<file path="src/tfc_pkg.sv">
// telemetry frame checker package: wrapper format codes, marker words and result type
// no dependencies
`default_nettype none

package tfc_pkg;

   localparam logic [1:0] FMT_LOS       = 2'd0;
   localparam logic [1:0] FMT_HIGH_RATE = 2'd1;
   localparam logic [1:0] FMT_LOW_RATE  = 2'd2;

   localparam int unsigned COUNT_W = 17;

   localparam logic [15:0] SYNC_WORD    = 16'hF00D;
   localparam logic [15:0] MARK_WORD    = 16'hD0CC;
   localparam logic [15:0] TYPE_MIN     = 16'hAE00;
   localparam logic [15:0] TYPE_MAX     = 16'hAE03;
   localparam logic [15:0] TRAIL_WORD_A = 16'hAEFF;
   localparam logic [15:0] TRAIL_WORD_B = 16'hC0FE;
   localparam logic [15:0] TRAIL_END_A  = 16'hD0CC;
   localparam logic [15:0] TRAIL_END_B  = 16'hF1EA;
   localparam logic [7:0]  LEAD_A       = 8'hC1;
   localparam logic [7:0]  LEAD_B       = 8'hC2;

   localparam logic [4:0] LOS_EXTRA       = 5'd26;
   localparam logic [4:0] HIGH_RATE_EXTRA = 5'd24;
   localparam logic [1:0] LOW_RATE_EXTRA  = 2'd3;

   // first member sits in the highest bits, so frame_good lands in bit 0
   typedef struct packed {
      logic [1:0]  pad;
      logic [3:0]  source;
      logic [7:0]  sequence_res;
      logic [15:0] crc_word;
      logic [31:0] buffer_number;
      logic        fill_flag;
      logic [15:0] declared_length;
      logic        frame_good;
   } tfc_result_type;

endpackage

`default_nettype wire

</file>
<file path="src/tfc_frame_state.sv">
// tfc_frame_state: per-packet byte counter, header checks, field capture and final verdict
// depends on tfc_pkg
`default_nettype none

module tfc_frame_state (
   input  wire logic                    clock,
   input  wire logic                    reset,
   input  wire logic                    byte_take,
   input  wire logic [7:0]              data_byte,
   input  wire logic                    last_byte,
   input  wire logic [1:0]              frame_format,
   output tfc_pkg::tfc_result_type      result
);
   import tfc_pkg::*;

   localparam logic [COUNT_W-1:0] COUNT_MAX = {COUNT_W{1'b1}};

   logic [COUNT_W-1:0] byte_count_ff, byte_count_in;
   logic               count_overflow_ff, count_overflow_in;
   logic               header_ok_ff, header_ok_in;
   logic [15:0]        length_field_ff, length_field_in;
   logic               fill_bit_ff, fill_bit_in;
   logic [31:0]        buffer_field_ff, buffer_field_in;
   logic [63:0]        tail_window_ff, tail_window_in;
   logic [7:0]         lead_byte_ff, lead_byte_in;
   logic [7:0]         sequence_byte_ff, sequence_byte_in;

   logic [COUNT_W-1:0] pos;
   logic [15:0]        word;
   logic               los;
   logic [COUNT_W-1:0] buf0, len0, typ, buf_off;
   logic [15:0]        trail_a, trail_b, trail_end, crc;
   logic [COUNT_W:0]   total, expect_len;
   logic               good;

   always_comb begin
      pos               = byte_count_ff;
      word              = {data_byte, tail_window_ff[7:0]};
      los               = (frame_format == FMT_LOS);
      buf0              = los ? COUNT_W'(12) : COUNT_W'(6);
      len0              = los ? COUNT_W'(16) : COUNT_W'(14);
      typ               = los ? COUNT_W'(11) : COUNT_W'(5);
      buf_off           = pos - buf0;
      byte_count_in     = byte_count_ff;
      count_overflow_in = count_overflow_ff;
      header_ok_in      = header_ok_ff;
      length_field_in   = length_field_ff;
      fill_bit_in       = fill_bit_ff;
      buffer_field_in   = buffer_field_ff;
      lead_byte_in      = lead_byte_ff;
      sequence_byte_in  = sequence_byte_ff;

      if (!count_overflow_ff) begin
         if (frame_format == FMT_LOS || frame_format == FMT_HIGH_RATE) begin
            if (pos == COUNT_W'(1) && word != SYNC_WORD) header_ok_in = 1'b0;
            if (los) begin
               if (pos == COUNT_W'(7) && word != SYNC_WORD) header_ok_in = 1'b0;
               if (pos == COUNT_W'(9) && word != MARK_WORD) header_ok_in = 1'b0;
            end else begin
               if (pos == COUNT_W'(3) && word != MARK_WORD) header_ok_in = 1'b0;
            end
            if (pos == typ - COUNT_W'(1)) fill_bit_in = data_byte[1];
            if (pos == typ && (word < TYPE_MIN || word > TYPE_MAX)) header_ok_in = 1'b0;
            if (pos >= buf0 && buf_off < COUNT_W'(4))
               buffer_field_in = buffer_field_ff
                  | ({24'd0, data_byte} << {buf_off[1:0], 3'b000});
            if (pos == len0) length_field_in = {8'd0, data_byte};
            if (pos == len0 + COUNT_W'(1))
               length_field_in = length_field_ff | {data_byte, 8'd0};
         end else if (frame_format == FMT_LOW_RATE) begin
            if (pos == COUNT_W'(0)) begin
               lead_byte_in = data_byte;
               if (data_byte != LEAD_A && data_byte != LEAD_B) header_ok_in = 1'b0;
            end
            if (pos == COUNT_W'(1)) sequence_byte_in = data_byte;
            if (pos == COUNT_W'(2)) length_field_in = {8'd0, data_byte};
         end
      end
      tail_window_in = {tail_window_ff[55:0], data_byte};

      if (!last_byte) begin
         if (byte_count_ff == COUNT_MAX) count_overflow_in = 1'b1;
         else byte_count_in = byte_count_ff + COUNT_W'(1);
      end

      // verdict from the updated packet state
      trail_a   = {tail_window_in[39:32], tail_window_in[47:40]};
      trail_b   = {tail_window_in[23:16], tail_window_in[31:24]};
      trail_end = {tail_window_in[7:0],   tail_window_in[15:8]};
      crc       = {tail_window_in[55:48], tail_window_in[63:56]};
      total     = {1'b0, pos} + (COUNT_W+1)'(1);
      result    = '0;
      unique case (frame_format)
         FMT_LOS, FMT_HIGH_RATE: begin
            expect_len = (COUNT_W+1)'(length_field_in)
                       + (los ? (COUNT_W+1)'(LOS_EXTRA) : (COUNT_W+1)'(HIGH_RATE_EXTRA));
            good = header_ok_in && !count_overflow_ff
                && trail_a == TRAIL_WORD_A && trail_b == TRAIL_WORD_B
                && (trail_end == TRAIL_END_A || trail_end == TRAIL_END_B)
                && total == expect_len;
            result.frame_good      = good;
            result.declared_length = length_field_in;
            result.fill_flag       = fill_bit_in;
            result.buffer_number   = buffer_field_in;
            result.crc_word        = crc;
         end
         FMT_LOW_RATE: begin
            expect_len = (COUNT_W+1)'(length_field_in)
                       + (COUNT_W+1)'(LOW_RATE_EXTRA);
            good = header_ok_in && !count_overflow_ff && total == expect_len;
            result.frame_good      = good;
            result.declared_length = {8'd0, length_field_in[7:0]};
            result.sequence_res    = sequence_byte_in;
            result.source          = lead_byte_in[3:0];
         end
         default: begin
            expect_len = '0;
            good       = 1'b0;
         end
      endcase
   end

   always_ff @(posedge clock) begin
      if (reset || (byte_take && last_byte)) begin
         byte_count_ff     <= '0;
         count_overflow_ff <= 1'b0;
         header_ok_ff      <= 1'b1;
         length_field_ff   <= '0;
         fill_bit_ff       <= 1'b0;
         buffer_field_ff   <= '0;
         tail_window_ff    <= '0;
         lead_byte_ff      <= '0;
         sequence_byte_ff  <= '0;
      end else if (byte_take) begin
         byte_count_ff     <= byte_count_in;
         count_overflow_ff <= count_overflow_in;
         header_ok_ff      <= header_ok_in;
         length_field_ff   <= length_field_in;
         fill_bit_ff       <= fill_bit_in;
         buffer_field_ff   <= buffer_field_in;
         tail_window_ff    <= tail_window_in;
         lead_byte_ff      <= lead_byte_in;
         sequence_byte_ff  <= sequence_byte_in;
      end
   end

endmodule

`default_nettype wire
</file>
<file path="config.mk">
export PLATFORM = sky130hd
export DESIGN_NAME = tfc_frame_state
export DESIGN_NICKNAME = d
export VERILOG_FILES = /design/src/tfc_pkg.sv /design/src/tfc_frame_state.sv
export SDC_FILE = /design/constraint.sdc
export NUM_CORES = 1
export LEC_CHECK = 0
export BUFFER_PORTS_ARGS = -buffer_cell sky130_fd_sc_hd__buf_2
export CAP_MARGIN = 20
export CORE_ASPECT_RATIO = 1.25
export CORE_MARGIN = 2
export CORE_UTILIZATION = 59
export CTS_CLUSTER_SIZE = 24
export DETAILED_ROUTE_END_ITERATION = 10
export MAX_ROUTING_LAYER = met4
export PLACE_DENSITY = 0.81
export SLEW_MARGIN = 40
export SYNTH_ARGS = -nofsm -noshare
export SYNTH_HDL_FRONTEND = slang
export SYNTH_SLANG_ARGS = --single-unit
</file>
<file path="constraint.sdc">
create_clock -name clock -period 6 [get_ports clock]
set_input_delay 0.9 -clock clock [delete_from_list [all_inputs] [get_ports clock]]
set_output_delay 0.9 -clock clock [all_outputs]
set_load 0.005 [all_outputs]
</file>
==> metrics.txt <==
Area Growth Syn to Fin 13.05%; main area contributors after synthesis dfxtp_1 (34%), mux2i_1 (11%), nor2_1 (8.7%); top-area cell type share of the netlist area 0.3372; worst path cell trace buf_2 -> or2_1 -> ha_1 -> nor4b_4 -> and2_1 -> nand4_2 -> nand2_2 -> mux2i_1 -> ha_1 -> xnor2_1 -> or4_1 -> or4_1 -> nor4_1 -> nand3_1 -> o32ai_1 -> buf_2; Setup Crit Path Kind primary input to primary output; clk slew on worst S/H paths 0.05 ns; register area share after synthesis 0.3372; gpl congestion 0.9429; TritonCTS clock tree done; synth unique cells 75; Vert. Die Dim 134.8 um; crit-path max FO 6; FMAX 175.5 MHz; leakage power 3.826 nW; count leader, synth nor2_1; Hold Crit Class flip-flop to flip-flop; I/O Buffers 91; final setup TNS 0 ns; Worst IR Drop VDD 0.1665 mV; Critical Path Stages 16; crit-path max cell delay 0.54 ns; effective utilization at floorplan 0.6075; routed wire length 22580 um; fin util 0.6868; biggest area consumer among synthesized cells dfxtp_1; H-tree depth 4; Post-synth EDFFs 0; Core ar. 0.01329 mm^2; initial antenna violation count 0; Via Count 7673; Pwr Density 229.3 mW/mm^2; fin. max-slew vios 0; DP HPWL 15510 um; worst-case clock buffer depth 2; RSZ-0062 raised after global routing no; die area 0.01464 mm^2; ANT cells 0; max_slew headroom 0.4593; first-pass GRT wire length 36130 um; # rows 47; mapped cell area 0.008074 mm^2; Reg2Reg Launch Point byte_count_ff[1]; drt wl/cell 18.05 um; cell count after synthesis 1026; MaxCap Viol Count 0; Setup crit start frame_format[0]; Syn. warnings 0; Hold WS 0.4621 ns; register bit total from synthesis 136; Post-CTS Setup Bufs 0; CTS buffer count 17; vias per cell 6.133; Slowest-stage cell, CP or4_1; iteration-0 DRC count of the detailed router 592; WP data required 5.10 ns; Mean Syn Cell Area 7.869 um^2; cell family with most CP delay simple AND/OR/NAND/NOR gates; clock skew 0.008482 ns; total grt overflow 0; reg2reg end buffer_field_ff[17]; Num Clock Sinks 136; status completed; Worst Path Arrival 4.80 ns; Clock Latency Late Sink 0.43 ns; Final period util 0.9496; final critical path time including I/O delays and setup 5.698 ns; final hold violation count 0; ys flop type dfxtp_1; PnR worst setup slack 0.3022 ns; largest net degree at the start of global routing 109; ANT nets after route 0; pre-CTS setup slack 0.2706 ns; CP Capture Point result[0]; share of layout cells above drive strength 1 0.1556; crit path launch type primary input; Final setup viols 0; Async SR Flop Fraction 0; IO Count 94; Reg2Reg Depth 13; Layout Cells excl Fill 1251; fin nets 1092; die width 108.6 um; synth cell count leaders nor2_1 (188), dfxtp_1 (136), mux2i_1 (87); Worst Path Buf+Inv 2; CTS root buf clkbuf_16; gr usage total 0.3229; DRT Pass-1 Iters 6; Inst Count DP 1219; worst slew pin tran 0.8083 ns; DRC viols 0; number of global-route vias before repair 7284; crit end category primary output; register-to-register setup slack 2.51 ns
## area by class of cell
cell class / count / area, um^2
tap: 171 / 214.0
sequential: 136 / 2723
inverter: 11 / 41.29
clock buffer: 19 / 442.9
clock inverter: 13 / 142.6
timing repair buffer: 110 / 604.3
fill: 1107 / 4163
multi-input combinational: 791 / 4960
## worst reg2reg max path: stages (launching register included)
cell and delay [ns]:
dfxtp_1 0.35, inv_1 0.13, ha_1 0.18, inv_1 0.04, ha_1 0.20, a211oi_1 0.37, nand2_1 0.16, or4_1 0.44
xnor2_1 0.15, nor3_1 0.28, nor2b_1 0.27, and2_1 0.53, a31oi_1 0.17, nor2_1 0.15
## cells by family (layout without fill, tap and decap cells)
| logic type | count (synthesis) | after routing | synth area share |
|---|---|---|---|
| buffers and inverters | 100 | 153 | 0.05207 |
| other | 1 | 2 | 0.0004645 |
| XOR/XNOR | 65 | 65 | 0.07144 |
| flip-flops | 136 | 136 | 0.3372 |
| multiplexers | 90 | 90 | 0.1120 |
| AND/OR/NAND/NOR | 455 | 455 | 0.2833 |
| adder cells (fa/ha/maj) | 11 | 11 | 0.01705 |
| AO/OA/AOI/OAI | 168 | 168 | 0.1265 |
## metrics by stage
step           total power (W)  area [um^2]
2_1_floorplan         0.001034         8078
3_3_place_gp          0.001071         8521
3_5_place_dp          0.001072         8524
4_1_cts               0.002101         9110
5_1_grt               0.002154         9128
6_report              0.002093         9128
## timing repair
action                                  CTS  global route
resized for setup                         0             2
hold buffers                              0             0
endpoints found under the setup margin    0             1
## power by group
part	switching (W)	internal (W)
Combinational	0.0000988	0.0000405
Sequential	0.00000720	0.000910
Clock	0.000410	0.000627
## state kept, by name, summed over array words and instances, names as in the netlist
name / count
buffer_field_ff: 32
byte_count_ff: 17
tail_window_ff: 56
sequence_byte_ff: 8
fill_bit_ff: 1
count_overflow_ff: 1
lead_byte_ff: 4
header_ok_ff: 1
length_field_ff: 16
## layer usage
layer	vias up	part of all wire	global-route usage
met2	349	0.48	0.5174
met5	-	0	-
met4	0	0.056	0.1880
li1	3672	-	-
met3	101	0.066	0.05743
met1	3551	0.40	0.3774
## how the worst min path moves through the flow
stage | startpoint | end | slack [ns] | cells past startpoint
6_report | length_field_ff[14] | length_field_ff[14] | 0.46 | 2
3_5_place_dp | length_field_ff[14] | length_field_ff[14] | 0.45 | 2
4_1_cts | length_field_ff[14] | length_field_ff[14] | 0.45 | 2
2_1_floorplan | header_ok_ff | header_ok_ff | 0.43 | 1
3_3_place_gp | length_field_ff[14] | length_field_ff[14] | 0.44 | 2
5_1_grt | length_field_ff[14] | length_field_ff[14] | 0.48 | 2
## cells in the final DEF, fill, tap and decap left out, types with 17 or more instances in the layout
cell type	Yosys	final
clkbuf_16	0	17
buf_4	4	19
mux2i_1	87	87
dfxtp_1	136	136
nor2_1	188	188
a21oi_1	75	75
buf_2	17	90
nand2_1	74	74
nand3_1	40	40
a31oi_1	38	38
xnor2_1	36	35
nor3_1	20	20
xor2_1	28	28
nor2b_1	22	22
(Power assumes the default switching activity.)
